File: src/rtl/core/pcm_capture_gain_clip_meter_unit_macros.svh
// ----------------------------------------------------------------------------
// PCM capture assertion macros
// Short forms for the concurrent checks of the capture block.
// ----------------------------------------------------------------------------
`ifndef PCM_CAPTURE_GAIN_CLIP_METER_UNIT_MACROS_SVH
`define PCM_CAPTURE_GAIN_CLIP_METER_UNIT_MACROS_SVH

// same-cycle implication, off during reset
`define PCGCM_ASSERT(lbl, ck, rn, ante, cons, msg) \
	lbl: assert property (@(posedge ck) disable iff (!rn) (ante) |-> (cons)) \
		else $error(msg);

// next-cycle implication, off during reset
`define PCGCM_ASSERT_NEXT(lbl, ck, rn, ante, cons, msg) \
	lbl: assert property (@(posedge ck) disable iff (!rn) (ante) |=> (cons)) \
		else $error(msg);

`endif

File: src/rtl/core/pcgcm_pkg.sv
// ----------------------------------------------------------------------------
// PCM capture package
// Types, constants and helper functions shared by the capture block.
// ----------------------------------------------------------------------------
package pcgcm_pkg;

	localparam int MAX_CHANNELS = 6;
	localparam int IN_WORDS     = 6;
	localparam int CH_W         = 3;
	localparam int RAW_W        = 32;
	localparam int GAIN_W       = 24;
	localparam int CFG_W        = 24;
	localparam int IDX_W        = 3;
	localparam int SMP_W        = 35;  // signed downmix sum
	localparam int ABS_W        = 34;
	localparam int PROD_W       = ABS_W + GAIN_W;
	localparam int NORM_SHIFT   = 6;
	localparam int NUM_W        = PROD_W + NORM_SHIFT;
	localparam int QUO_W        = NUM_W / 2;
	localparam int DEN_W        = 34;
	localparam int PEAK_W       = 31;
	localparam int SAMPLE_W     = 24;
	localparam int CLIPCNT_W    = 2;

	localparam int DIV_STEPS    = 4;
	localparam int DIV_CYCLES   = QUO_W / DIV_STEPS;
	localparam int CNT_W        = $clog2(DIV_CYCLES + 3);
	localparam logic [CNT_W-1:0] CNT_MUL = CNT_W'(DIV_CYCLES + 2);
	localparam logic [CNT_W-1:0] CNT_PRE = CNT_W'(DIV_CYCLES + 1);
	localparam logic [CNT_W-1:0] CNT_DIV = CNT_W'(DIV_CYCLES);

	localparam logic [QUO_W-1:0]  ONE_Q22     = QUO_W'(4194304);
	localparam logic [QUO_W-1:0]  PEAK_MAX    = QUO_W'(2147483647);
	localparam logic signed [SAMPLE_W-1:0] ONE_SAMPLE = 24'sd4194304;
	localparam logic [CLIPCNT_W-1:0] CLIP_FULL = 2'd3;

	// register indexes
	localparam logic [IDX_W-1:0] REG_WIDTH_CODE   = 3'd0;
	localparam logic [IDX_W-1:0] REG_IN_CHANNELS  = 3'd1;
	localparam logic [IDX_W-1:0] REG_OUT_CHANNELS = 3'd2;
	localparam logic [IDX_W-1:0] REG_DOWNMIX      = 3'd3;
	localparam logic [IDX_W-1:0] REG_GAIN         = 3'd4;

	// sample width codes
	localparam logic [1:0] WIDTH_8  = 2'd0;
	localparam logic [1:0] WIDTH_16 = 2'd1;
	localparam logic [1:0] WIDTH_24 = 2'd2;
	localparam logic [1:0] WIDTH_32 = 2'd3;

	typedef struct packed {
		logic [RAW_W-1:0] raw_0;
		logic [RAW_W-1:0] raw_1;
		logic [RAW_W-1:0] raw_2;
		logic [RAW_W-1:0] raw_3;
		logic [RAW_W-1:0] raw_4;
		logic [RAW_W-1:0] raw_5;
		logic             fragment_end;
	} in_t;

	typedef struct packed {
		logic [CH_W-1:0]            out_channel;
		logic signed [SAMPLE_W-1:0] out_sample;
		logic                       clipped;
		logic [PEAK_W-1:0]          peak;
		logic                       over_flag;
		logic                       frame_last;
	} out_t;

	// what one lane hands to the merge stage
	typedef struct packed {
		logic             neg;
		logic [QUO_W-1:0] mag;  // all ones when the quotient overflowed
	} lane_res_t;

	function automatic logic signed [RAW_W-1:0] sext(input logic [RAW_W-1:0] raw,
			input logic [1:0] wc);
		logic signed [RAW_W-1:0] v;
		case (wc)
			WIDTH_8:  v = RAW_W'($signed(raw[7:0]));
			WIDTH_16: v = RAW_W'($signed(raw[15:0]));
			WIDTH_24: v = RAW_W'($signed(raw[23:0]));
			default:  v = $signed(raw);
		endcase
		return v;
	endfunction

	function automatic logic [CH_W-1:0] clamp_chan(input logic [CH_W-1:0] n);
		return (n > CH_W'(MAX_CHANNELS)) ? CH_W'(MAX_CHANNELS) : n;
	endfunction

	// ch mod n for small counts, n nonzero
	function automatic logic [CH_W-1:0] src_chan(input logic [CH_W-1:0] ch,
			input logic [CH_W-1:0] n);
		logic [CH_W-1:0] r;
		r = ch;
		for (int k = 0; k < MAX_CHANNELS - 1; k++) begin
			if (r >= n)
				r = r - n;
		end
		return r;
	endfunction

	function automatic logic [DEN_W-1:0] den_of(input logic [1:0] wc, input logic mix);
		logic [DEN_W-1:0] b;
		case (wc)
			WIDTH_8:  b = DEN_W'(127);
			WIDTH_16: b = DEN_W'(32767);
			WIDTH_24: b = DEN_W'(8388607);
			default:  b = DEN_W'(2147483647);
		endcase
		return mix ? ((b << 2) + b) : b;
	endfunction

endpackage

File: src/rtl/core/pcgcm_merge.sv
// ----------------------------------------------------------------------------
// PCM capture merge stage
// Clips lane results, updates the peak meter and clip counters, and plays
// the frame's results out one per transaction.
// ----------------------------------------------------------------------------
module pcgcm_merge
	import pcgcm_pkg::*;
(
	input  logic            clk,
	input  logic            arst_n,
	input  logic            load,
	input  logic            frag_end,
	input  logic [CH_W-1:0] n_out,
	input  lane_res_t       res [MAX_CHANNELS],
	output logic            bank_free,
	output logic            out_valid,
	input  logic            out_stall,
	output out_t            out_data
);

	logic [PEAK_W-1:0]    peak_q [MAX_CHANNELS];
	logic [CLIPCNT_W-1:0] clip_q [MAX_CHANNELS];
	out_t                 bank_q [MAX_CHANNELS];
	logic [CH_W-1:0]      left_q;

	out_t                 row    [MAX_CHANNELS];
	logic [PEAK_W-1:0]    peak_n [MAX_CHANNELS];
	logic [CLIPCNT_W-1:0] clip_n [MAX_CHANNELS];

	logic                 out_acc;

	always_comb begin
		for (int ch = 0; ch < MAX_CHANNELS; ch++) begin
			logic                clip;
			logic [QUO_W-1:0]    cmag;
			logic [PEAK_W-1:0]   msat;
			clip = res[ch].mag > ONE_Q22;
			cmag = clip ? ONE_Q22 : res[ch].mag;
			msat = (res[ch].mag > PEAK_MAX) ? PEAK_MAX[PEAK_W-1:0] : res[ch].mag[PEAK_W-1:0];
			peak_n[ch] = (msat > peak_q[ch]) ? msat : peak_q[ch];
			clip_n[ch] = (clip && clip_q[ch] != CLIP_FULL) ? clip_q[ch] + 1'b1 : clip_q[ch];
			row[ch].out_channel = CH_W'(ch);
			row[ch].out_sample  = res[ch].neg ? SAMPLE_W'(-cmag) : SAMPLE_W'(cmag);
			row[ch].clipped     = clip;
			row[ch].peak        = peak_n[ch];
			row[ch].over_flag   = frag_end && (clip_n[ch] == CLIP_FULL);
			row[ch].frame_last  = (CH_W'(ch) == n_out - 1'b1);
		end
	end

	assign bank_free = (left_q == '0);
	assign out_valid = (left_q != '0);
	assign out_acc   = out_valid && !out_stall;
	assign out_data  = bank_q[0];

	always_ff @(posedge clk or negedge arst_n) begin
		if (!arst_n) begin
			left_q <= '0;
			for (int ch = 0; ch < MAX_CHANNELS; ch++) begin
				peak_q[ch] <= '0;
				clip_q[ch] <= '0;
			end
		end else if (load) begin
			left_q <= n_out;
			for (int ch = 0; ch < MAX_CHANNELS; ch++) begin
				if (CH_W'(ch) < n_out) begin
					peak_q[ch] <= frag_end ? '0 : peak_n[ch];
					clip_q[ch] <= frag_end ? '0 : clip_n[ch];
				end
			end
		end else if (out_acc) begin
			left_q <= left_q - 1'b1;
		end
	end

	// result bank shifts toward the output slot
	always_ff @(posedge clk) begin
		if (load) begin
			bank_q <= row;
		end else if (out_acc) begin
			for (int i = 0; i < MAX_CHANNELS - 1; i++)
				bank_q[i] <= bank_q[i + 1];
		end
	end

endmodule

File: config.mk
export PLATFORM = sky130hd
export DESIGN_NAME = pcgcm_merge
export DESIGN_NICKNAME = d
export VERILOG_FILES = /design/src/rtl/core/pcm_capture_gain_clip_meter_unit_macros.svh /design/src/rtl/core/pcgcm_pkg.sv /design/src/rtl/core/pcgcm_merge.sv
export SDC_FILE = /design/constraint.sdc
export NUM_CORES = 2
export LEC_CHECK = 0
export BUFFER_PORTS_ARGS = -buffer_cell sky130_fd_sc_hd__buf_2
export CAP_MARGIN = 20
export CORE_UTILIZATION = 55
export CTS_CLUSTER_DIAMETER = 200
export DETAILED_ROUTE_END_ITERATION = 16
export GPL_TIMING_DRIVEN = 1
export PLACE_DENSITY = 0.78
export SYNTH_ARGS = -nofsm -noshare
export SYNTH_HDL_FRONTEND = slang
export SYNTH_SLANG_ARGS = --single-unit
File: constraint.sdc
create_clock -name clk -period 15.9 [get_ports clk]
set_clock_uncertainty 0.1 [all_clocks]
set_input_delay 0.795 -clock clk [delete_from_list [all_inputs] [get_ports clk]]
set_output_delay 0.795 -clock clk [all_outputs]
set_load 0.01 [all_outputs]
==> impl_metrics.tcl <==
set metrics [dict create \
    crit_fanout 40 \
    p_leak_nw 15.7 \
    ys_seq_area_frac 0.448 \
    clkLatencyLatePin_ns 0.65 \
    slew_headroom 0.219 \
    postSynth.asyncResetShare 0.358 \
    crit_path_start_kind "primary input" \
    fmax_mhz 230 \
    layout.nets 4185 \
    grt_use_total 0.330 \
    cp_slowest_cell "o31ai_4" \
    tightest_slew_ns 1.17 \
    drive_gt1_frac 0.153 \
    grt_pass1_wl_mm 164 \
    cts.clk_slew.worst_paths_ns 0.06 \
    drv_cap 0 \
    clk_path_buf_depth 3 \
    core_region_area_um2 63100 \
    hold_buffers 0 \
    rsz0062_at_grt "false" \
    synth-edff-count 348 \
    gr-total-overflow 0 \
    p_per_area_nw_per_um2 135 \
    yosys_warnings 0 \
    grt_max_degree 153 \
    cts-root-buf "clkbuf_16" \
    vias_per_cell 6.41 \
    vdd_drop_max_mv 0.0960 \
    ctsResizeCount 0 \
    post-synth-top-count-cell "nand2_1" \
    finalCriticalPeriod_ns 4.34 \
    die_y_um 255 \
    syn_inst 3717 \
    synth_flop_cell "edfxtp_1" \
    cts_tree "built" \
    syn_to_final_growth_pct 9.97 \
    synth_top_area_frac 0.298 \
    cts_buffers 61 \
    postRouteAntennaNets 0 \
    ys_ff_latch 561 \
    dr_total_vias 30097 \
    die_x_um 255 \
    drt-pass1-iter-count 6 \
    htreeDepth 2 \
    first_iter_violations 3643 \
    setup_tns_ns 0 \
    status "finished clean" \
    first_global_vias 28081 \
    synth_top_area_cell "edfxtp_1" \
    cp_data_required_time_ns 16.16 \
    cp_slowest_stage_delay_ns 0.86 \
    routedWlPerCell_um 23.1 \
    ys_top_cells_by_count "nand2_1 (448), edfxtp_1 (348), o21ai_0 (313)" \
    start_util 0.556 \
    drcViolationCount 0 \
    syn-num-nets 4123 \
    period_share 0.273 \
    nFillCells 5396 \
    synth_area_um2 35100 \
    drv_slew 0 \
    placementRows 92 \
    timing.critical_path.cells "buf_2 > or2_2 > ha_1 > nand4_1 > nor4_1 > nand3_1 > o31ai_4 > buf_4 > mux2i_1 > o22ai_1" \
    place_congestion 1.01 \
    wirelength_mm 109 \
    io_pins 269 \
    hold_class "in -> async" \
    worst-setup-path-type "in -> reg" \
    crit_arrival_ns 4.60 \
    clock-sinks 561 \
    area.sequential_um2 15700 \
    synth.area.top_cells "edfxtp_1 (30%), dfrtp_1 (14%), ha_1 (7.1%)" \
    synth_cell_types 80 \
    cts_setup_buffers 0 \
    finalHoldViolations 0 \
    setup_violations 0 \
    endpoint_kind "flip-flop" \
    avgSynthCellArea_um2 9.44 \
    dp_hpwl_mm 77.2 \
    p_total_mw 5.21 \
    multi_input_area_um2 17100 \
    port_buffers 268 \
    die_area_um2 64800 \
    antenna_found_initial 14 \
]
## cells by family (layout without fill, tap and decap cells)
| group | after synthesis | count (layout) | share of synthesized area |
|---|---|---|---|
| AND/OR/NAND/NOR | 1237 | 1237 | 0.174 |
| AO/OA/AOI/OAI | 980 | 980 | 0.192 |
| buffers and inverters | 563 | 678 | 0.0676 |
| flip-flops | 561 | 561 | 0.448 |
| adder cells (fa/ha/maj) | 200 | 200 | 0.0713 |
| multiplexers | 98 | 98 | 0.0279 |
| XOR/XNOR | 78 | 78 | 0.0195 |
| other | 0 | 16 | 0 |
## critical path: cells and delay by family
family          cells  cell delay (ns)
simple gates        4             1.37
buf+inv             2             0.86
fa+ha+maj           1             0.31
compound gates      2             0.96
mux                 1             0.27
## state kept, by name (all words and copies together), names as in the netlist
signal	count
out_data	61
peak_q	186
clip_q	12
bank_q	299
left_q	3
## cells in the final DEF, fill, tap and decap left out, types with 98 or more instances in the layout
| master | instances |
|---|---|
| a21oi_1 | 107 |
| inv_1 | 254 |
| o21ai_0 | 310 |
| dfrtp_1 | 201 |
| buf_2 | 266 |
| or2_2 | 146 |
| mux2i_1 | 98 |
| edfxtp_1 | 348 |
| o22ai_1 | 110 |
| nand2_1 | 445 |
| ha_1 | 200 |
| nor2_1 | 192 |
## cell type report
| cell class | instances | area share |
|---|---|---|
| clock buffer | 82 | 0.0440 |
| timing repair buffer | 307 | 0.0431 |
| tap | 846 | 0.0274 |
| antenna | 16 | 0.00104 |
| clock inverter | 34 | 0.00830 |
| multi-input combinational | 2593 | 0.444 |
| inverter | 255 | 0.0249 |
| sequential | 561 | 0.407 |
## routing by layer
layer  global-route usage  vias up  wire length [um]
met4                0.205        8              7240
li1                     -    13801                 -
met5                    0        -                54
met3               0.0397      334              8470
met2                0.533     1515             50700
met1                0.425    14439             42100
## power by group
part | total (mW) | switching [mW] | internal, mW
registers | 2.16 | 0.214 | 1.95
clock network | 1.44 | 0.615 | 0.830
logic | 1.61 | 0.988 | 0.621
total | 5.21 | 1.82 | 3.40
## final timing paths
kind | start | endpoint | slack [ns] | depth (start not counted)
min in group clk | res[25] | peak_q[25]$_DFFE_PN0P_ | 0.32 | 3
hold reg to reg | bank_q[181]$_SDFFE_PP1P_ | bank_q[181]$_SDFFE_PP1P_ | 0.34 | 2
max in group asynchronous | arst_n | left_q[1]$_DFFE_PN0P_ | 14.20 | 2
hold / removal | arst_n | peak_q[120]$_DFFE_PN0P_ | 0.04 | 1
setup reg to reg | left_q[0]$_DFFE_PN0P_ | out_data[31]$_DFFE_PP_ | 11.74 | 8
setup / recovery | res[163] | bank_q[258]$_DFFE_PP_ | 11.56 | 10
## stage by stage
step	cells	setup WS [ns]	util	hold slack [ns]	area (um^2)
2_1_floorplan	3717	6.93	-	0.323	35100
3_3_place_gp	4561	11.04	0.579	0.331	36500
6_report	4694	11.56	0.612	0.0429	38600
5_1_grt	4683	11.36	0.612	0.0919	38600
4_1_cts	4677	11.68	0.611	0.0804	38600
3_5_place_dp	4561	11.00	0.579	0.333	36500
No activity file was read; power rests on OpenSTA's default activity.
