==> src/rtl/core/pcm_capture_gain_clip_meter_unit_macros.svh <==
// ----------------------------------------------------------------------------
// PCM capture assertion macros
// Short forms for the concurrent checks of the capture block.
// ----------------------------------------------------------------------------
`ifndef PCM_CAPTURE_GAIN_CLIP_METER_UNIT_MACROS_SVH
`define PCM_CAPTURE_GAIN_CLIP_METER_UNIT_MACROS_SVH

// same-cycle implication, off during reset
`define PCGCM_ASSERT(lbl, ck, rn, ante, cons, msg) \
	lbl: assert property (@(posedge ck) disable iff (!rn) (ante) |-> (cons)) \
		else $error(msg);

// next-cycle implication, off during reset
`define PCGCM_ASSERT_NEXT(lbl, ck, rn, ante, cons, msg) \
	lbl: assert property (@(posedge ck) disable iff (!rn) (ante) |=> (cons)) \
		else $error(msg);

`endif

==> src/rtl/core/pcgcm_pkg.sv <==
// ----------------------------------------------------------------------------
// PCM capture package
// Types, constants and helper functions shared by the capture block.
// ----------------------------------------------------------------------------
package pcgcm_pkg;

	localparam int MAX_CHANNELS = 6;
	localparam int IN_WORDS     = 6;
	localparam int CH_W         = 3;
	localparam int RAW_W        = 32;
	localparam int GAIN_W       = 24;
	localparam int CFG_W        = 24;
	localparam int IDX_W        = 3;
	localparam int SMP_W        = 35;  // signed downmix sum
	localparam int ABS_W        = 34;
	localparam int PROD_W       = ABS_W + GAIN_W;
	localparam int NORM_SHIFT   = 6;
	localparam int NUM_W        = PROD_W + NORM_SHIFT;
	localparam int QUO_W        = NUM_W / 2;
	localparam int DEN_W        = 34;
	localparam int PEAK_W       = 31;
	localparam int SAMPLE_W     = 24;
	localparam int CLIPCNT_W    = 2;

	localparam int DIV_STEPS    = 4;
	localparam int DIV_CYCLES   = QUO_W / DIV_STEPS;
	localparam int CNT_W        = $clog2(DIV_CYCLES + 3);
	localparam logic [CNT_W-1:0] CNT_MUL = CNT_W'(DIV_CYCLES + 2);
	localparam logic [CNT_W-1:0] CNT_PRE = CNT_W'(DIV_CYCLES + 1);
	localparam logic [CNT_W-1:0] CNT_DIV = CNT_W'(DIV_CYCLES);

	localparam logic [QUO_W-1:0]  ONE_Q22     = QUO_W'(4194304);
	localparam logic [QUO_W-1:0]  PEAK_MAX    = QUO_W'(2147483647);
	localparam logic signed [SAMPLE_W-1:0] ONE_SAMPLE = 24'sd4194304;
	localparam logic [CLIPCNT_W-1:0] CLIP_FULL = 2'd3;

	// register indexes
	localparam logic [IDX_W-1:0] REG_WIDTH_CODE   = 3'd0;
	localparam logic [IDX_W-1:0] REG_IN_CHANNELS  = 3'd1;
	localparam logic [IDX_W-1:0] REG_OUT_CHANNELS = 3'd2;
	localparam logic [IDX_W-1:0] REG_DOWNMIX      = 3'd3;
	localparam logic [IDX_W-1:0] REG_GAIN         = 3'd4;

	// sample width codes
	localparam logic [1:0] WIDTH_8  = 2'd0;
	localparam logic [1:0] WIDTH_16 = 2'd1;
	localparam logic [1:0] WIDTH_24 = 2'd2;
	localparam logic [1:0] WIDTH_32 = 2'd3;

	typedef struct packed {
		logic [RAW_W-1:0] raw_0;
		logic [RAW_W-1:0] raw_1;
		logic [RAW_W-1:0] raw_2;
		logic [RAW_W-1:0] raw_3;
		logic [RAW_W-1:0] raw_4;
		logic [RAW_W-1:0] raw_5;
		logic             fragment_end;
	} in_t;

	typedef struct packed {
		logic [CH_W-1:0]            out_channel;
		logic signed [SAMPLE_W-1:0] out_sample;
		logic                       clipped;
		logic [PEAK_W-1:0]          peak;
		logic                       over_flag;
		logic                       frame_last;
	} out_t;

	// what one lane hands to the merge stage
	typedef struct packed {
		logic             neg;
		logic [QUO_W-1:0] mag;  // all ones when the quotient overflowed
	} lane_res_t;

	function automatic logic signed [RAW_W-1:0] sext(input logic [RAW_W-1:0] raw,
			input logic [1:0] wc);
		logic signed [RAW_W-1:0] v;
		case (wc)
			WIDTH_8:  v = RAW_W'($signed(raw[7:0]));
			WIDTH_16: v = RAW_W'($signed(raw[15:0]));
			WIDTH_24: v = RAW_W'($signed(raw[23:0]));
			default:  v = $signed(raw);
		endcase
		return v;
	endfunction

	function automatic logic [CH_W-1:0] clamp_chan(input logic [CH_W-1:0] n);
		return (n > CH_W'(MAX_CHANNELS)) ? CH_W'(MAX_CHANNELS) : n;
	endfunction

	// ch mod n for small counts, n nonzero
	function automatic logic [CH_W-1:0] src_chan(input logic [CH_W-1:0] ch,
			input logic [CH_W-1:0] n);
		logic [CH_W-1:0] r;
		r = ch;
		for (int k = 0; k < MAX_CHANNELS - 1; k++) begin
			if (r >= n)
				r = r - n;
		end
		return r;
	endfunction

	function automatic logic [DEN_W-1:0] den_of(input logic [1:0] wc, input logic mix);
		logic [DEN_W-1:0] b;
		case (wc)
			WIDTH_8:  b = DEN_W'(127);
			WIDTH_16: b = DEN_W'(32767);
			WIDTH_24: b = DEN_W'(8388607);
			default:  b = DEN_W'(2147483647);
		endcase
		return mix ? ((b << 2) + b) : b;
	endfunction

endpackage

==> src/rtl/core/pcgcm_lane.sv <==
// ----------------------------------------------------------------------------
// PCM capture lane
// Scales one channel: |S| * gain, then a radix-16 restoring divide by the
// full-scale denominator with rounding, saturated past 32 quotient bits.
// ----------------------------------------------------------------------------
module pcgcm_lane
	import pcgcm_pkg::*;
(
	input  logic                    clk,
	input  logic                    arst_n,
	input  logic                    start,
	input  logic signed [SMP_W-1:0] s,
	input  logic [GAIN_W-1:0]       gain,
	input  logic [DEN_W-1:0]        den,
	output lane_res_t               res,
	output logic                    rdy
);

	logic [CNT_W-1:0]  cnt_q;
	logic              rdy_q;
	logic [ABS_W-1:0]  abs_q;
	logic              neg_q;
	logic [PROD_W-1:0] prod_q;
	logic              sat_q;
	logic [DEN_W-1:0]  rem_q;
	logic [QUO_W-1:0]  lo_q;
	logic [QUO_W-1:0]  quot_q;

	logic [SMP_W-1:0]  s_abs;
	logic [NUM_W-1:0]  num;
	logic [QUO_W-1:0]  num_hi;
	logic [DEN_W-1:0]  rem_n;
	logic [QUO_W-1:0]  lo_n;
	logic [QUO_W-1:0]  quo_n;
	logic [DEN_W:0]    trial;
	logic              div_on;

	assign s_abs  = s[SMP_W-1] ? SMP_W'(-s) : SMP_W'(s);
	assign num    = {prod_q, NORM_SHIFT'(0)} + NUM_W'(den >> 1);
	assign num_hi = num[NUM_W-1 -: QUO_W];
	assign div_on = (cnt_q != '0) && (cnt_q <= CNT_DIV);

	always_comb begin
		rem_n = rem_q;
		lo_n  = lo_q;
		quo_n = quot_q;
		trial = '0;
		for (int k = 0; k < DIV_STEPS; k++) begin
			trial = {rem_n, lo_n[QUO_W-1]};
			lo_n  = {lo_n[QUO_W-2:0], 1'b0};
			if (trial >= {1'b0, den}) begin
				rem_n = DEN_W'(trial - {1'b0, den});
				quo_n = {quo_n[QUO_W-2:0], 1'b1};
			end else begin
				rem_n = trial[DEN_W-1:0];
				quo_n = {quo_n[QUO_W-2:0], 1'b0};
			end
		end
	end

	always_ff @(posedge clk or negedge arst_n) begin
		if (!arst_n) begin
			cnt_q <= '0;
			rdy_q <= 1'b0;
		end else if (start) begin
			cnt_q <= CNT_MUL;
			rdy_q <= 1'b0;
		end else if (cnt_q != '0) begin
			cnt_q <= cnt_q - 1'b1;
			if (cnt_q == CNT_W'(1))
				rdy_q <= 1'b1;
		end
	end

	always_ff @(posedge clk) begin
		if (start) begin
			abs_q <= s_abs[ABS_W-1:0];
			neg_q <= s[SMP_W-1];
		end
		if (cnt_q == CNT_MUL)
			prod_q <= abs_q * gain;
		if (cnt_q == CNT_PRE) begin
			// quotient of 2^32 or more can only saturate
			sat_q  <= {(DEN_W - QUO_W)'(0), num_hi} >= den;
			rem_q  <= {(DEN_W - QUO_W)'(0), num_hi};
			lo_q   <= num[QUO_W-1:0];
			quot_q <= '0;
		end
		if (div_on) begin
			rem_q  <= rem_n;
			lo_q   <= lo_n;
			quot_q <= quo_n;
		end
	end

	assign res.neg = neg_q;
	assign res.mag = sat_q ? '1 : quot_q;
	assign rdy     = rdy_q;

endmodule

==> config.mk <==
export PLATFORM = sky130hd
export DESIGN_NAME = pcgcm_lane
export DESIGN_NICKNAME = d
export VERILOG_FILES = /design/src/rtl/core/pcm_capture_gain_clip_meter_unit_macros.svh /design/src/rtl/core/pcgcm_pkg.sv /design/src/rtl/core/pcgcm_lane.sv
export SDC_FILE = /design/constraint.sdc
export NUM_CORES = 2
export LEC_CHECK = 0
export ABC_AREA = 1
export BUFFER_PORTS_ARGS = -buffer_cell sky130_fd_sc_hd__buf_4
export CAP_MARGIN = 0
export CELL_PAD_IN_SITES_DETAIL_PLACEMENT = 0
export CELL_PAD_IN_SITES_GLOBAL_PLACEMENT = 1
export CORE_UTILIZATION = 49
export CTS_CLUSTER_DIAMETER = 30
export DETAILED_ROUTE_END_ITERATION = 8
export PLACE_DENSITY = 0.81
export RECOVER_POWER = 100
export SYNTH_ARGS = -nofsm -noshare
export SYNTH_HDL_FRONTEND = slang
export SYNTH_SLANG_ARGS = --single-unit
==> constraint.sdc <==
create_clock -name clk -period 9.4 [get_ports clk]
set_input_delay 1.41 -clock clk [delete_from_list [all_inputs] [get_ports clk]]
set_output_delay 1.41 -clock clk [all_outputs]
set_load 0.01 [all_outputs]
==> impl_metrics.json <==
{
  "n_fill_cell": 8927,
  "use_met3": 0.0507,
  "place_inst": 8323,
  "multi_input_area_um2": 36600,
  "syn-cell-area_um2": 46800,
  "grt_pass1_vias": 45300,
  "die_y_um": 311,
  "drv_slew": 260,
  "grt_pass1_wl_um": 266000,
  "utilization": 0.610,
  "synth.yosys.seq_area_share": 0.125,
  "clockBufferDepth": 2,
  "final_cells": 8405,
  "arrival_ps": 9510,
  "use_met1": 0.453,
  "synth_cell_types": 57,
  "cpMaxStageDelayCell": "ha_1",
  "min_from": "lo_q[1]$_SDFFE_PP0P_",
  "fin_crit_sh": 0.982,
  "critical_path_class": "input port to register",
  "start_util": 0.493,
  "crit_required_ps": 9670,
  "syn-mean-instance-area_um2": 7.39,
  "row_count": 113,
  "vias": 44700,
  "cts_tree": "yes",
  "grt_max_degree": 63,
  "reg2reg_to": "quot_q[0]$_SDFFCE_PN0P_",
  "route.detailed.drc": 0,
  "cts_inserted_buffers": 17,
  "status": "complete, but fails checks",
  "overflow": 0,
  "final.min_clock_period_ps": 9230,
  "pin_count": 130,
  "hold_buffers": 0,
  "tightest_slew_ps": 3530,
  "synth_edf_count": 188,
  "ys_warn_count": 0,
  "syn_inst": 6336,
  "drtAntennaViolNets": 0,
  "crit_path_start_kind": "input port",
  "crit_path_max_incr_delay_ps": 310,
  "busiest_layer": "met2",
  "firstDrtPassIters": 6,
  "place_area_um2": 54700,
  "grt_antenna_before_repair": 3,
  "whs_path_depth": 2,
  "finClkSkew_ps": 23.3,
  "grt.total_usage": 0.364,
  "hold_violations": 0,
  "reg2reg_depth": 55,
  "dp_hpwl_um": 145000,
  "async_reset_ff_frac": 0.0254,
  "synth_ff_type": "edfxtp_1",
  "final-setup-viol-count": 0,
  "holdPathEnd": "lo_q[1]$_SDFFE_PP0P_",
  "vias_per_cell": 5.32,
  "drt_first_iter_violations": 3555,
  "met2_usage": 0.620,
  "wire_per_inst_um": 21.1,
  "place_congestion": 1.03,
  "fin_area_um2": 57800,
  "port_buffers": 129,
  "violations": "max-capacitance violations, max-slew violations",
  "cts-root-buf": "clkbuf_16",
  "die_x_um": 311,
  "end_kind": "register",
  "htree_levels": 4,
  "rrSetupSlack_ps": 480,
  "clk_latency_ps": 540,
  "worstReg2RegStart": "rem_q[6]$_DFFE_PP_",
  "max_slew_margin": -1.35,
  "die_area_um2": 96800,
  "synth.net_count": 7523,
  "crit_fanout": 8,
  "hp-class": "register to register",
  "final_layout_size_suffix_gt1_frac": 0.193,
  "maxCapViolCount": 6,
  "clk_pin_slew_ps": 100,
  "core-area_um2": 94900,
  "area_delta_synth_final_pct": 23.5,
  "synth-seq-cells": 197,
  "regArea_um2": 5850,
  "max_clock_freq_mhz": 108,
  "cts_num_sinks": 197,
  "cpMostUsedCell": "nand2_2",
  "wl_um": 177000,
  "layout.nets": 8313
}
==> synth_stat cells, drive strengths merged, types with 25 or more instances <==
cell | instances | share of area
inv | 1461 | 0.12
nand4 | 36 | 0.0048
nand2 | 1821 | 0.15
buf | 27 | 0.0034
o21ai | 192 | 0.021
o21bai | 25 | 0.0040
xnor2 | 102 | 0.019
fa | 707 | 0.30
xor2 | 123 | 0.023
a21oi | 277 | 0.030
ha | 384 | 0.10
nor2 | 322 | 0.026
edfxtp | 188 | 0.12
nor3 | 58 | 0.0062
clkbuf | 191 | 0.015
nand3 | 221 | 0.025
a21o | 28 | 0.0045
==> through the flow <==
stage / setup TNS, ps / worst slack, ps / hold WS (ps)
floorplan: 0 / 235 / 425
global placement: -40930 / -1240 / 434
detailed placement: -39400 / -1200 / 442
CTS: -19.6 / -19.6 / 458
global route: -2550 / -109 / 491
finish: 0 / 166 / 457
==> critical path: cells and delay by family <==
kind / cells / cell delay, ps
buffers and inverters: 17 / 1920
and+or+nand+nor: 25 / 2950
adders and majority gates: 4 / 1060
xor gates and xnor gates: 1 / 200
AOI/OAI and AO/OA: 10 / 1920
==> sequential cells by signal, summed over array words and instances (netlist names), 4 cells and up <==
| signal | count |
|---|---|
| prod_q | 58 |
| abs_q | 34 |
| cnt_q | 4 |
| rem_q | 34 |
| quot_q | 32 |
| lo_q | 32 |
==> layer usage <==
layer	wire length [µm]	vias to the layer above	part of all wire
li1	-	20700	-
met3	12300	416	0.069
met2	84300	1839	0.47
met5	0	-	0
met1	69700	21700	0.39
met4	11300	0	0.063
==> final cells by class <==
cell class | count | area share
timing repair buffer | 987 | 0.134
sequential | 197 | 0.101
inverter | 1461 | 0.0951
tap | 1265 | 0.0274
clock inverter | 15 | 0.00320
multi-input combinational | 4462 | 0.632
antenna | 1 | 0.0000433
clock buffer | 17 | 0.00736
==> cells by family (layout without fill, tap and decap cells) <==
| kind of cell | Yosys count | count (layout) | synth area share |
|---|---|---|---|
| AOI/OAI and AO/OA | 620 | 620 | 0.0744 |
| xor gates and xnor gates | 225 | 225 | 0.0421 |
| adders and majority gates | 1091 | 1091 | 0.405 |
| buffers and inverters | 1679 | 2480 | 0.136 |
| DFF | 197 | 197 | 0.125 |
| other | 0 | 1 | 0 |
| and+or+nand+nor | 2524 | 2526 | 0.218 |
==> how the worst max path moves through the flow <==
stage                     startpoint                 endpoint  cells after the start
after CTS                     den[2]       rem_q[1]$_DFFE_PP_                     60
after global routing          den[2]      rem_q[24]$_DFFE_PP_                     66
after detailed placement     den[13]       rem_q[1]$_DFFE_PP_                     59
after floorplan               den[3]      rem_q[10]$_DFFE_PP_                     62
final                         den[2]  quot_q[0]$_SDFFCE_PN0P_                     57
after global placement       den[13]       rem_q[1]$_DFFE_PP_                     64
==> repair_timing <==
action | in CTS | in global routing
gates cloned | 2 | 12
endpoints found under the setup margin | 35 | 35
hold endpoints to repair | 0 | 0
pin swaps | 5 | 104
gates resized for setup | 85 | 387
buffers inserted | 4 | 31
==> layout by cell type, fill, tap and decap left out, types with 7 or more instances in the layout <==
cell       netlist  final
buf_4            4    898
or2_2           21     21
inv_2            3     19
nor3_1          58     47
nor4_1          18     12
o21ai_1          5     30
nor2_1         321    291
nand4_1         36     36
nand2_4          3      8
o21ai_2          0     17
xnor2_1        102    101
nand3b_1        12     12
nor2_2           0     20
inv_1         1458   1437
fa_1           707    705
a21oi_2          1     52
nand2_1       1813   1700
xor2_1         123    123
o21ai_0        187    143
o21bai_1        25     21
ha_4             0     66
nor3_2           0      8
clkbuf_1       191     44
edfxtp_1       188    188
a21oi_4          0      8
nand3_1        216    210
o21a_1          22     22
nor2_4           1     11
a31oi_1         24     21
buf_6            3      9
o31ai_1          7      7
a21o_1          28     28
nand2_2          5    114
buf_12           0     18
a21oi_1        276    217
ha_1           384    312
clkbuf_16        0     27
Power is left out: the tool's default activity adds up to more than one toggle a clock period on the data nets, which glitch-free logic cannot reach.
